--- src/hdl/teom_pkg.sv ---
// teom_pkg: shared types, constants and helpers for the touch event orientation mapper
// depends on nothing; used by touch_event_orientation_mapper
`timescale 1ns / 1ps

package teom_pkg;

   // width of a held coordinate, two's complement
   localparam int COORD_BITS = 16;
   // width of one event value beat
   localparam int VALUE_BITS = 16;
   // width of a display resolution and of a mapped point axis
   localparam int RES_BITS   = 15;
   // wide enough for a coordinate and two subtractions from a resolution
   localparam int CALC_BITS  = ((COORD_BITS > VALUE_BITS) ? COORD_BITS : VALUE_BITS) + 3;
   // width of the value handed to the coordinate fit, at least the coordinate and value widths
   localparam int FIT_BITS   = (COORD_BITS > VALUE_BITS) ? COORD_BITS : VALUE_BITS;

   localparam logic [RES_BITS-1:0] WIDTH_RESET  = RES_BITS'(320);
   localparam logic [RES_BITS-1:0] HEIGHT_RESET = RES_BITS'(240);

   typedef enum logic [2:0] {
      CSR_SWAP_AXES     = 3'd0,
      CSR_MIRROR_X      = 3'd1,
      CSR_MIRROR_Y      = 3'd2,
      CSR_ORIENTATION   = 3'd3,
      CSR_WIDTH_PIXELS  = 3'd4,
      CSR_HEIGHT_PIXELS = 3'd5
   } csr_index_type;

   typedef enum logic [1:0] {
      EV_ABS_X  = 2'd0,
      EV_ABS_Y  = 2'd1,
      EV_BUTTON = 2'd2,
      EV_OTHER  = 2'd3
   } event_code_type;

   typedef enum logic [1:0] {
      ORIENT_0   = 2'd0,
      ORIENT_90  = 2'd1,
      ORIENT_180 = 2'd2,
      ORIENT_270 = 2'd3
   } orientation_type;

   // event value sign-extended, then cut to the held coordinate width
   function automatic logic signed [COORD_BITS-1:0] fit_coord(
      input logic [VALUE_BITS-1:0] raw
   );
      logic signed [FIT_BITS-1:0] ext;
      ext = FIT_BITS'($signed(raw));
      return ext[COORD_BITS-1:0];
   endfunction

   // held coordinate widened to the calculation width
   function automatic logic signed [CALC_BITS-1:0] widen_coord(
      input logic signed [COORD_BITS-1:0] c
   );
      return CALC_BITS'(c);
   endfunction

   // resolution widened to the calculation width, never negative
   function automatic logic signed [CALC_BITS-1:0] widen_res(
      input logic [RES_BITS-1:0] r
   );
      return $signed({{(CALC_BITS-RES_BITS){1'b0}}, r});
   endfunction

   // clamp into 0..res-1, a zero resolution gives 0
   function automatic logic [RES_BITS-1:0] clamp_axis(
      input logic signed [CALC_BITS-1:0] v,
      input logic [RES_BITS-1:0]         res
   );
      logic [RES_BITS-1:0] result;
      if (v <= $signed(CALC_BITS'(0))) begin
         result = '0;
      end else if (v >= widen_res(res)) begin
         result = (res != '0) ? RES_BITS'(res - RES_BITS'(1)) : '0;
      end else begin
         result = v[RES_BITS-1:0];
      end
      return result;
   endfunction

endpackage

--- src/hdl/touch_event_orientation_mapper.sv ---
// touch_event_orientation_mapper: latches touch events and emits mapped display points
// depends on teom_pkg (types, constants, coordinate and clamp helpers)
`timescale 1ns / 1ps

// Touch events enter on the req_ channel, one beat per event: an event code
// (absolute X, absolute Y, touch button, other), a signed value and a sync mark.
// Each beat is taken into an input register; when it leaves there it updates the
// latched X, Y and pressed state, and a beat with the sync mark also loads the
// result register with one mapped point (swap, mirror, rotate, clamp) built from
// the state that includes the beat itself. That point leaves on the rsp_ channel.
// Throughput: one beat per cycle while req_stall is low; the input register and the
// result register part the two channels, so a beat is taken while a point still waits.
// When the receiver holds rsp_stall, the point stays in the result register; beats
// without the sync mark still pass into the latched state, and the next sync beat
// waits in the input register, which then raises req_stall.
// Reset (synchronous, active high) clears the latched state to zero and released,
// empties both registers and loads the configuration defaults (320 by 240, upright).
// csr_ writes one register per edge; the user must write only while idle, unenforced.
module touch_event_orientation_mapper (
   input  logic                               clock,
   input  logic                               reset,
   // event beats
   input  logic                               req_valid,
   output logic                               req_stall,
   input  logic [1:0]                         req_event_code,
   input  logic signed [teom_pkg::VALUE_BITS-1:0] req_event_value,
   input  logic                               req_sync_mark,
   // mapped points
   output logic                               rsp_valid,
   input  logic                               rsp_stall,
   output logic [teom_pkg::RES_BITS-1:0]      rsp_point_x,
   output logic [teom_pkg::RES_BITS-1:0]      rsp_point_y,
   output logic                               rsp_touch_pressed,
   // configuration writes
   input  logic                               csr_write,
   input  logic [2:0]                         csr_index,
   input  logic [teom_pkg::RES_BITS-1:0]      csr_data
);

   // configuration registers
   logic                              swap_axes_ff;
   logic                              mirror_x_ff;
   logic                              mirror_y_ff;
   logic [1:0]                        orientation_ff;
   logic [teom_pkg::RES_BITS-1:0]     width_ff;
   logic [teom_pkg::RES_BITS-1:0]     height_ff;

   // input register
   logic                              s1_valid_ff, s1_valid_in;
   logic [1:0]                        s1_code_ff;
   logic [teom_pkg::VALUE_BITS-1:0]   s1_value_ff;
   logic                              s1_sync_ff;

   // latched touch state
   logic signed [teom_pkg::COORD_BITS-1:0] held_x_ff, held_x_in;
   logic signed [teom_pkg::COORD_BITS-1:0] held_y_ff, held_y_in;
   logic                                   held_pressed_ff, held_pressed_in;

   // result register
   logic                              rsp_valid_ff, rsp_valid_in;
   logic [teom_pkg::RES_BITS-1:0]     point_x_ff, point_x_in;
   logic [teom_pkg::RES_BITS-1:0]     point_y_ff, point_y_in;
   logic                              pressed_ff;

   logic out_free;
   logic s1_go;
   logic req_accept;

   // transform datapath
   logic signed [teom_pkg::CALC_BITS-1:0] wide_w, wide_h;
   logic signed [teom_pkg::CALC_BITS-1:0] sx, sy, mx, my, rx, ry;
   logic                                  upright;

   // handshake control
   assign out_free   = !rsp_valid_ff || !rsp_stall;
   assign s1_go      = s1_valid_ff && (!s1_sync_ff || out_free);
   assign req_stall  = s1_valid_ff && !s1_go;
   assign req_accept = req_valid && !req_stall;

   assign s1_valid_in  = req_accept ? 1'b1 : (s1_go ? 1'b0 : s1_valid_ff);
   assign rsp_valid_in = (s1_go && s1_sync_ff) ? 1'b1 : (out_free ? 1'b0 : rsp_valid_ff);

   // configuration write decode
   always_ff @(posedge clock) begin
      if (reset) begin
         swap_axes_ff   <= 1'b0;
         mirror_x_ff    <= 1'b0;
         mirror_y_ff    <= 1'b0;
         orientation_ff <= teom_pkg::ORIENT_0;
         width_ff       <= teom_pkg::WIDTH_RESET;
         height_ff      <= teom_pkg::HEIGHT_RESET;
      end else if (csr_write) begin
         unique case (csr_index)
            teom_pkg::CSR_SWAP_AXES:     swap_axes_ff   <= csr_data[0];
            teom_pkg::CSR_MIRROR_X:      mirror_x_ff    <= csr_data[0];
            teom_pkg::CSR_MIRROR_Y:      mirror_y_ff    <= csr_data[0];
            teom_pkg::CSR_ORIENTATION:   orientation_ff <= csr_data[1:0];
            teom_pkg::CSR_WIDTH_PIXELS:  width_ff       <= csr_data;
            teom_pkg::CSR_HEIGHT_PIXELS: height_ff      <= csr_data;
            default: ;
         endcase
      end
   end

   // next latched state from the beat leaving the input register
   always_comb begin
      held_x_in       = held_x_ff;
      held_y_in       = held_y_ff;
      held_pressed_in = held_pressed_ff;
      if (s1_go) begin
         case (s1_code_ff)
            teom_pkg::EV_ABS_X:  held_x_in       = teom_pkg::fit_coord(s1_value_ff);
            teom_pkg::EV_ABS_Y:  held_y_in       = teom_pkg::fit_coord(s1_value_ff);
            teom_pkg::EV_BUTTON: held_pressed_in = (s1_value_ff != '0);
            default: ;
         endcase
      end
   end

   // swap, mirror, rotate and clamp from the updated state
   always_comb begin
      wide_w  = teom_pkg::widen_res(width_ff);
      wide_h  = teom_pkg::widen_res(height_ff);
      upright = (orientation_ff == teom_pkg::ORIENT_0) ||
                (orientation_ff == teom_pkg::ORIENT_180);
      sx = swap_axes_ff ? teom_pkg::widen_coord(held_y_in) : teom_pkg::widen_coord(held_x_in);
      sy = swap_axes_ff ? teom_pkg::widen_coord(held_x_in) : teom_pkg::widen_coord(held_y_in);
      mx = mirror_x_ff ? ((upright ? wide_w : wide_h) - sx) : sx;
      my = mirror_y_ff ? ((upright ? wide_h : wide_w) - sy) : sy;
      case (orientation_ff)
         teom_pkg::ORIENT_90: begin
            rx = my;
            ry = wide_h - mx;
         end
         teom_pkg::ORIENT_180: begin
            rx = wide_w - mx;
            ry = wide_h - my;
         end
         teom_pkg::ORIENT_270: begin
            rx = wide_w - my;
            ry = mx;
         end
         default: begin
            rx = mx;
            ry = my;
         end
      endcase
      point_x_in = teom_pkg::clamp_axis(rx, width_ff);
      point_y_in = teom_pkg::clamp_axis(ry, height_ff);
   end

   // control registers
   always_ff @(posedge clock) begin
      if (reset) begin
         s1_valid_ff     <= 1'b0;
         rsp_valid_ff    <= 1'b0;
         held_x_ff       <= '0;
         held_y_ff       <= '0;
         held_pressed_ff <= 1'b0;
      end else begin
         s1_valid_ff     <= s1_valid_in;
         rsp_valid_ff    <= rsp_valid_in;
         held_x_ff       <= held_x_in;
         held_y_ff       <= held_y_in;
         held_pressed_ff <= held_pressed_in;
      end
   end

   // payload registers
   always_ff @(posedge clock) begin
      if (req_accept) begin
         s1_code_ff  <= req_event_code;
         s1_value_ff <= req_event_value;
         s1_sync_ff  <= req_sync_mark;
      end
      if (s1_go && s1_sync_ff) begin
         point_x_ff <= point_x_in;
         point_y_ff <= point_y_in;
         pressed_ff <= held_pressed_in;
      end
   end

   assign rsp_valid         = rsp_valid_ff;
   assign rsp_point_x       = point_x_ff;
   assign rsp_point_y       = point_y_ff;
   assign rsp_touch_pressed = pressed_ff;

   // a mapped point stays inside the display
   a_point_x_in_range: assert property (@(posedge clock) disable iff (reset)
      rsp_valid_ff && (width_ff != '0) |-> (point_x_ff < width_ff))
      else $error("point_x outside display width");

   a_point_y_in_range: assert property (@(posedge clock) disable iff (reset)
      rsp_valid_ff && (height_ff != '0) |-> (point_y_ff < height_ff))
      else $error("point_y outside display height");

   // input side only stalls on a waiting sync beat
   a_stall_needs_sync: assert property (@(posedge clock) disable iff (reset)
      req_stall |-> (s1_valid_ff && s1_sync_ff && rsp_valid_ff && rsp_stall))
      else $error("input stalled without a blocked sync beat");

   // a sync beat leaving the input register shows up as a point
   a_sync_gives_point: assert property (@(posedge clock) disable iff (reset)
      s1_go && s1_sync_ff |=> rsp_valid_ff)
      else $error("sync beat produced no point");

   // a beat without the sync mark never loads a point
   a_plain_beat_no_point: assert property (@(posedge clock) disable iff (reset)
      !rsp_valid_ff && !(s1_go && s1_sync_ff) |=> !rsp_valid_ff)
      else $error("point appeared without a sync beat");

endmodule
--- config.mk ---
export PLATFORM = sky130hd
export DESIGN_NAME = touch_event_orientation_mapper
export DESIGN_NICKNAME = d
export VERILOG_FILES = /design/src/hdl/teom_pkg.sv /design/src/hdl/touch_event_orientation_mapper.sv
export SDC_FILE = /design/constraint.sdc
export NUM_CORES = 1
export LEC_CHECK = 0
export BUFFER_PORTS_ARGS = -buffer_cell sky130_fd_sc_hd__buf_2
export CAP_MARGIN = 40
export CORE_ASPECT_RATIO = 1.4
export CORE_UTILIZATION = 55
export CTS_BUF_LIST = sky130_fd_sc_hd__clkbuf_8
export CTS_CLUSTER_SIZE = 40
export DETAILED_ROUTE_END_ITERATION = 7
export PLACE_DENSITY = 0.82
export REMOVE_ABC_BUFFERS = 1
export SLEW_MARGIN = 30
export SYNTH_ARGS = -nofsm -noshare
export SYNTH_HDL_FRONTEND = slang
export SYNTH_SLANG_ARGS = --single-unit
--- constraint.sdc ---
create_clock -name clock -period 10.4 [get_ports clock]
set_input_delay 0.52 -clock clock [delete_from_list [all_inputs] [get_ports clock]]
set_output_delay 0.52 -clock clock [all_outputs]
set_load 0.02 [all_outputs]
# Yosys cells after proc, flatten, opt, wreduce, memory -nomap -nowiden
# Index checks and enable logic that the tools add are counted.
# word_totals
regBits,120
inputBits,42
out_inout_bits,33
word_cells,87
# classes
addsub,8
n_lt_le_gt_ge,4
n_eq_ne,10
muxes,22
n_reduce_logical,26
# op_table
op,n
19-bit one-hot mux with 3 select lines,2
16-bit by 19-bit subtractor with 19-bit output,6
15-bit two-way mux,6
19-bit two-way mux,4
16-bit two-way mux,4
19-bit by 16-bit >= comparator with 1-bit output,2
19-bit by 1-bit <= comparator with 1-bit output (second input constant),2
15-bit nonzero test,2
15-bit by 1-bit subtractor with 15-bit output (second input constant),2
16-bit nonzero test,1
2-bit AND reduction,6
2-bit equality test (second input constant),3
3-bit by 2-bit equality test with 1-bit output (second input constant),2
3-bit equality test (second input constant),2
1-bit two-way mux,6
1-bit logical NOT,5
2-bit by 1-bit equality test with 1-bit output (second input constant),2
1-bit logical AND,4
2-bit logical NOT,2
2-bit nonzero test,2
3-bit by 1-bit equality test with 1-bit output (second input constant),1
3-bit logical NOT,1
1-bit logical OR,3

# Longest topological paths before layout
# logic_depth
ltp_word,12
ltp_mapped,39
depth_no_buf,35

# Least setup slack after synthesis
# Ideal clock, no wire load.
# synth_timing
kind,input -> register
startpoint,in rsp_stall
endpoint,"reg point_x_ff, in the netlist rsp_point_x[10], data pin"
setup_time_ns,0.254
arrival_time_ns,6.769
t_required_ns,10.146
path_slack_ns,3.377
stages,38
n_path_buf,5
cell_sequence,and3_1 buf_2 buf_2 nor2_1 buf_2 mux2i_1 mux2i_1 inv_1 ha_1 clkbuf_1 and3_1 o211ai_1 mux2i_1 o41ai_1 o21a_1 xor2_1 mux2i_1 mux2i_1 (+2 left out) and4_1 a21oi_1 nand3_1 xnor2_1 or2_2 nand3_1 o21ai_0 inv_1 ha_1 and3_1 nand3_1 nor3_1 nand2_1 a211oi_4 nand3b_4 buf_12 mux2i_1 nor2_1
# synth_via
elab_chain_cells,12
word_cells_on_any_way,18
classes_between,add/sub: 4; order compare: 2; mux: 8; reduce/logical: 4
# synth_rtl
element,line_no,text
from (decl),touch_event_orientation_mapper.sv:30,"input logic rsp_stall,"
1-bit logical NOT (*),touch_event_orientation_mapper.sv:75,assign out_free = !rsp_valid_ff || !rsp_stall;
1-bit logical OR (*),touch_event_orientation_mapper.sv:75,
1-bit logical OR (*),touch_event_orientation_mapper.sv:76,assign s1_go = s1_valid_ff && (!s1_sync_ff || out_free);
1-bit logical AND (*),touch_event_orientation_mapper.sv:76,
16-bit two-way mux,touch_event_orientation_mapper.sv:110,if (s1_go) begin
"19-bit two-way mux, on equally long branches","touch_event_orientation_mapper.sv:127, touch_event_orientation_mapper.sv:126",
"16-bit by 19-bit subtractor with 19-bit output, on equally long branches","touch_event_orientation_mapper.sv:129, touch_event_orientation_mapper.sv:128",
"19-bit two-way mux, on equally long branches","touch_event_orientation_mapper.sv:129, touch_event_orientation_mapper.sv:128",
"16-bit by 19-bit subtractor with 19-bit output, on equally long branches","touch_event_orientation_mapper.sv:140, touch_event_orientation_mapper.sv:136",
19-bit one-hot mux with 3 select lines (*),touch_event_orientation_mapper.sv:130,case (orientation_ff)
19-bit by 16-bit >= comparator with 1-bit output,teom_pkg.sv:75,end else if (v >= widen_res(res)) begin
15-bit two-way mux,teom_pkg.sv:75,
to (signal assigned),touch_event_orientation_mapper.sv:177,point_x_ff <= point_x_in;
to (decl),touch_event_orientation_mapper.sv:61,"logic [teom_pkg::RES_BITS-1:0] point_x_ff, point_x_in;"
# Every way passes the cells marked *; elsewhere a longest branch is shown, timed or not.
# A chain may end at the register's enable or synchronous reset.

# Worst setup path in the final report
# layout_timing
startpoint,reg s1_code_ff[0]
endpoint,"reg point_x_ff, in the netlist rsp_point_x[6], data pin"
# layout_via
elab_chain_cells,10
word_cells_on_any_way,18
classes_between,add/sub: 4; order compare: 2; eq/ne: 1; mux: 10; reduce/logical: 1
# layout_rtl
element,line_no,text
from (decl),touch_event_orientation_mapper.sv:50,logic [1:0] s1_code_ff;
from (signal assigned),touch_event_orientation_mapper.sv:172,s1_code_ff <= req_event_code;
2-bit by 1-bit equality test with 1-bit output / 2-bit logical NOT (equally long branches),touch_event_orientation_mapper.sv:111,case (s1_code_ff)
16-bit two-way mux,touch_event_orientation_mapper.sv:111,
16-bit two-way mux,touch_event_orientation_mapper.sv:110,
"19-bit two-way mux, on equally long branches","touch_event_orientation_mapper.sv:127, touch_event_orientation_mapper.sv:126",
"16-bit by 19-bit subtractor with 19-bit output, on equally long branches","touch_event_orientation_mapper.sv:129, touch_event_orientation_mapper.sv:128",
"19-bit two-way mux, on equally long branches","touch_event_orientation_mapper.sv:129, touch_event_orientation_mapper.sv:128",
"16-bit by 19-bit subtractor with 19-bit output, on equally long branches","touch_event_orientation_mapper.sv:140, touch_event_orientation_mapper.sv:136",
19-bit one-hot mux with 3 select lines (*),touch_event_orientation_mapper.sv:130,
19-bit by 16-bit >= comparator with 1-bit output,teom_pkg.sv:75,
15-bit two-way mux,teom_pkg.sv:75,
# Marks and branches as above.

==> results_dict.tcl <==
set metrics [dict create \
    synth_top_area_frac 0.123 \
    arrival_ns 9.41 \
    dieWidth_um 128 \
    vias 12700 \
    post_cts_buffers 0 \
    period_minus_slack_ns 9.22 \
    layout-drive-gt1-share 0.104 \
    async_reset_ff_frac 0 \
    reg2reg_to "rsp_point_x[6]" \
    r2r-start "s1_code_ff[0]" \
    peakVddDrop_mv 0.0915 \
    ys_ff_latch 120 \
    worstMarginPinSlew_ns 0.884 \
    crit_end "rsp_point_x[6]" \
    rsz0062_at_grt "false" \
    cts_sinks 120 \
    yosys.cell_types.count 90 \
    cp_common_cell "mux2i_1" \
    netlist_instances 1607 \
    ys_warn_count 0 \
    area_delta_synth_final_pct 8.23 \
    synthFlopType "dfxtp_1" \
    yosysTopAreaCell "edfxtp_1" \
    nFillCells 1991 \
    hold_class "input port to flop" \
    whs_ns 0.230 \
    p_leak_nw 5.31 \
    h-tree-depth 4 \
    antenna_found_initial 0 \
    pwr_density_cell_nw_per_um2 117 \
    io_buffer_count 74 \
    yosysSeqAreaShare 0.238 \
    grt_usage 0.356 \
    worst_setup_path_end_kind "flop" \
    slew_violations 0 \
    cts-root-buf "clkbuf_8" \
    start_util 0.559 \
    path_clk_slew_ns 0.09 \
    grt_pass1_vias 11800 \
    cp_slowest_cell "mux2i_1" \
    clk_path_buf_depth 2 \
    overflow 0 \
    die_area_um2 22700 \
    fin_setup_tns_ns 0 \
    postCtsResizedCells 0 \
    synth_area_um2 12200 \
    drt-pass1-iter-count 6 \
    seqCellArea_um2 2900 \
    clk-insertion-delay-late_ns 0.46 \
    place_area_um2 12800 \
    cts_buffers 17 \
    crit_path_max_incr_delay_ns 0.72 \
    synthTopCellsByArea "edfxtp_1, dfxtp_1, ha_1" \
    slew_headroom 0.394 \
    critPathKind "flop to flop" \
    grt_first_pass_wirelength_um 62300 \
    startpoint "s1_code_ff[0]" \
    drcViolationCount 0 \
    critPathMaxFanout 19 \
    finalCritPeriodShare 0.886 \
    place.gp.congestion 0.983 \
    critical_path_required_ns 10.59 \
    fin_nets 1782 \
    grt_start_max_net_pins 71 \
    cts_tree "built" \
    die-height_um 178 \
    critPathTopFamily "simple AND/OR/NAND/NOR gates" \
    final-hold-violation-count 0 \
    setup_viol_count_final 0 \
    outcome "completed" \
    routed_wl_um 40600 \
    fin_worst_skew_ns 0.0155 \
    r2r_cells 35 \
    max_freq_mhz 108 \
    fp-row-count 64 \
    hpwlAfterDp_um 31600 \
    r2r_setup_slack_ns 1.18 \
    wl_per_cell_um 20.8 \
    diodes 0 \
    finalPower_mw 1.54 \
    avgSynthCellArea_um2 7.58 \
    maxCapViolations 0 \
    drtIter0Drc 1251 \
    multiInputGateArea_um2 8660 \
    coreArea_um2 21800 \
    cp_num_buf_inv 4 \
    cp-start-kind "flop" \
    routed_via_density 6.49 \
    worstSetupPathDepth 35 \
    layout.cell_area.non_filler_um2 13200 \
    synth_edf_count 50 \
    io_pins 75 \
    ant_nets 0 \
    holdBufCountCts 0 \
]
worst min path at each step:
stage / start / to / slack (ns) / depth (start not counted)
floorplan: held_y_ff[10] / held_y_ff[10] / 0.43 / 2
global placement: held_y_ff[2] / held_y_ff[2] / 0.45 / 2
detailed placement: held_y_ff[2] / held_y_ff[2] / 0.45 / 2
CTS: req_event_value[1] / s1_value_ff[1] / 0.22 / 1
global route: req_event_value[1] / s1_value_ff[1] / 0.23 / 1
finish: req_event_value[1] / s1_value_ff[1] / 0.23 / 1
cell families (layout without fill, tap and decap cells):
kind of cell	after synthesis	in the layout	synth area share
and+or+nand+nor	616	616	0.240
buffers and inverters	156	201	0.0524
AOI/OAI and AO/OA	474	474	0.252
adders and majority gates	101	101	0.106
DFF	120	120	0.238
xor gates and xnor gates	61	61	0.0439
muxes	79	79	0.0673
power by group:
| group | total, mW | switching, mW | internal [mW] |
|---|---|---|---|
| Clock | 0.453 | 0.212 | 0.241 |
| Sequential | 0.535 | 0.0168 | 0.518 |
| Combinational | 0.551 | 0.339 | 0.212 |
registers in the layout, indices dropped and copies added (netlist names), 2 cells and up:
name,flops
held_x_ff,16
held_y_ff,16
s1_value_ff,16
height_ff,15
rsp_point_x,15
rsp_point_y,15
width_ff,15
orientation_ff,2
s1_code_ff,2
layout make-up:
cell class	count	share of cell area
clock buffers	18	0.0188
clock inverters	14	0.0119
inverters	72	0.0205
multi-input cells	1331	0.657
flip-flops and latches	120	0.220
well taps	297	0.0282
repair buffers	97	0.0432
stage by stage:
step	instances	utilization	setup WS, ns
finish	1949	0.605	1.18
global route	1949	0.605	0.802
CTS	1947	0.604	1.47
detailed placement	1915	0.586	1.52
global placement	1908	0.582	1.75
floorplan	1523	-	2.20
cells in the mapped netlist, types with 13 or more instances:
master / instances
o21ai_0: 104
clkbuf_1: 66
nand2_1: 247
or3_1: 32
nor3_1: 32
a211oi_1: 16
nor2b_1: 18
and3_1: 16
a21oi_1: 146
xor2_1: 19
xnor2_1: 42
inv_1: 69
nand2b_1: 14
mux2i_1: 59
a31oi_1: 15
o31ai_1: 13
o211ai_1: 19
nor2_1: 136
o21a_1: 18
a21o_1: 22
edfxtp_1: 50
mux2_2: 19
dfxtp_1: 70
nand4_1: 13
nand3_1: 41
ha_1: 97
layout by cell type (no fill, tap or decap), types with 11 or more instances in the layout:
cell	synthesis	routed
clkbuf_8	0	18
ha_1	97	97
buf_2	8	75
nand3_1	41	41
o21a_1	18	18
or3_1	32	32
nand2b_1	14	14
edfxtp_1	50	50
a21oi_1	146	145
dfxtp_1	70	70
a221oi_1	11	11
inv_1	69	71
and3_1	16	16
o21ai_0	104	104
a211oi_1	16	16
o211ai_1	19	19
xnor2_1	42	42
o31ai_1	13	13
mux2i_1	59	59
a21o_1	22	22
xor2_1	19	19
nor2_1	136	135
nor2b_1	18	18
nand4_1	13	13
nand2_1	247	247
buf_4	1	15
nor3_1	32	32
mux2_2	19	19
a31oi_1	15	15
layer usage:
metal / vias up / track usage / wire (um)
met1: 5950 / 0.413 / 15800
met3: 150 / 0.0378 / 2650
met5: - / 0 / 0
met2: 606 / 0.630 / 20000
met4: 0 / 0.209 / 2180
li1: 5952 / - / -
(Power assumes the default switching activity.)
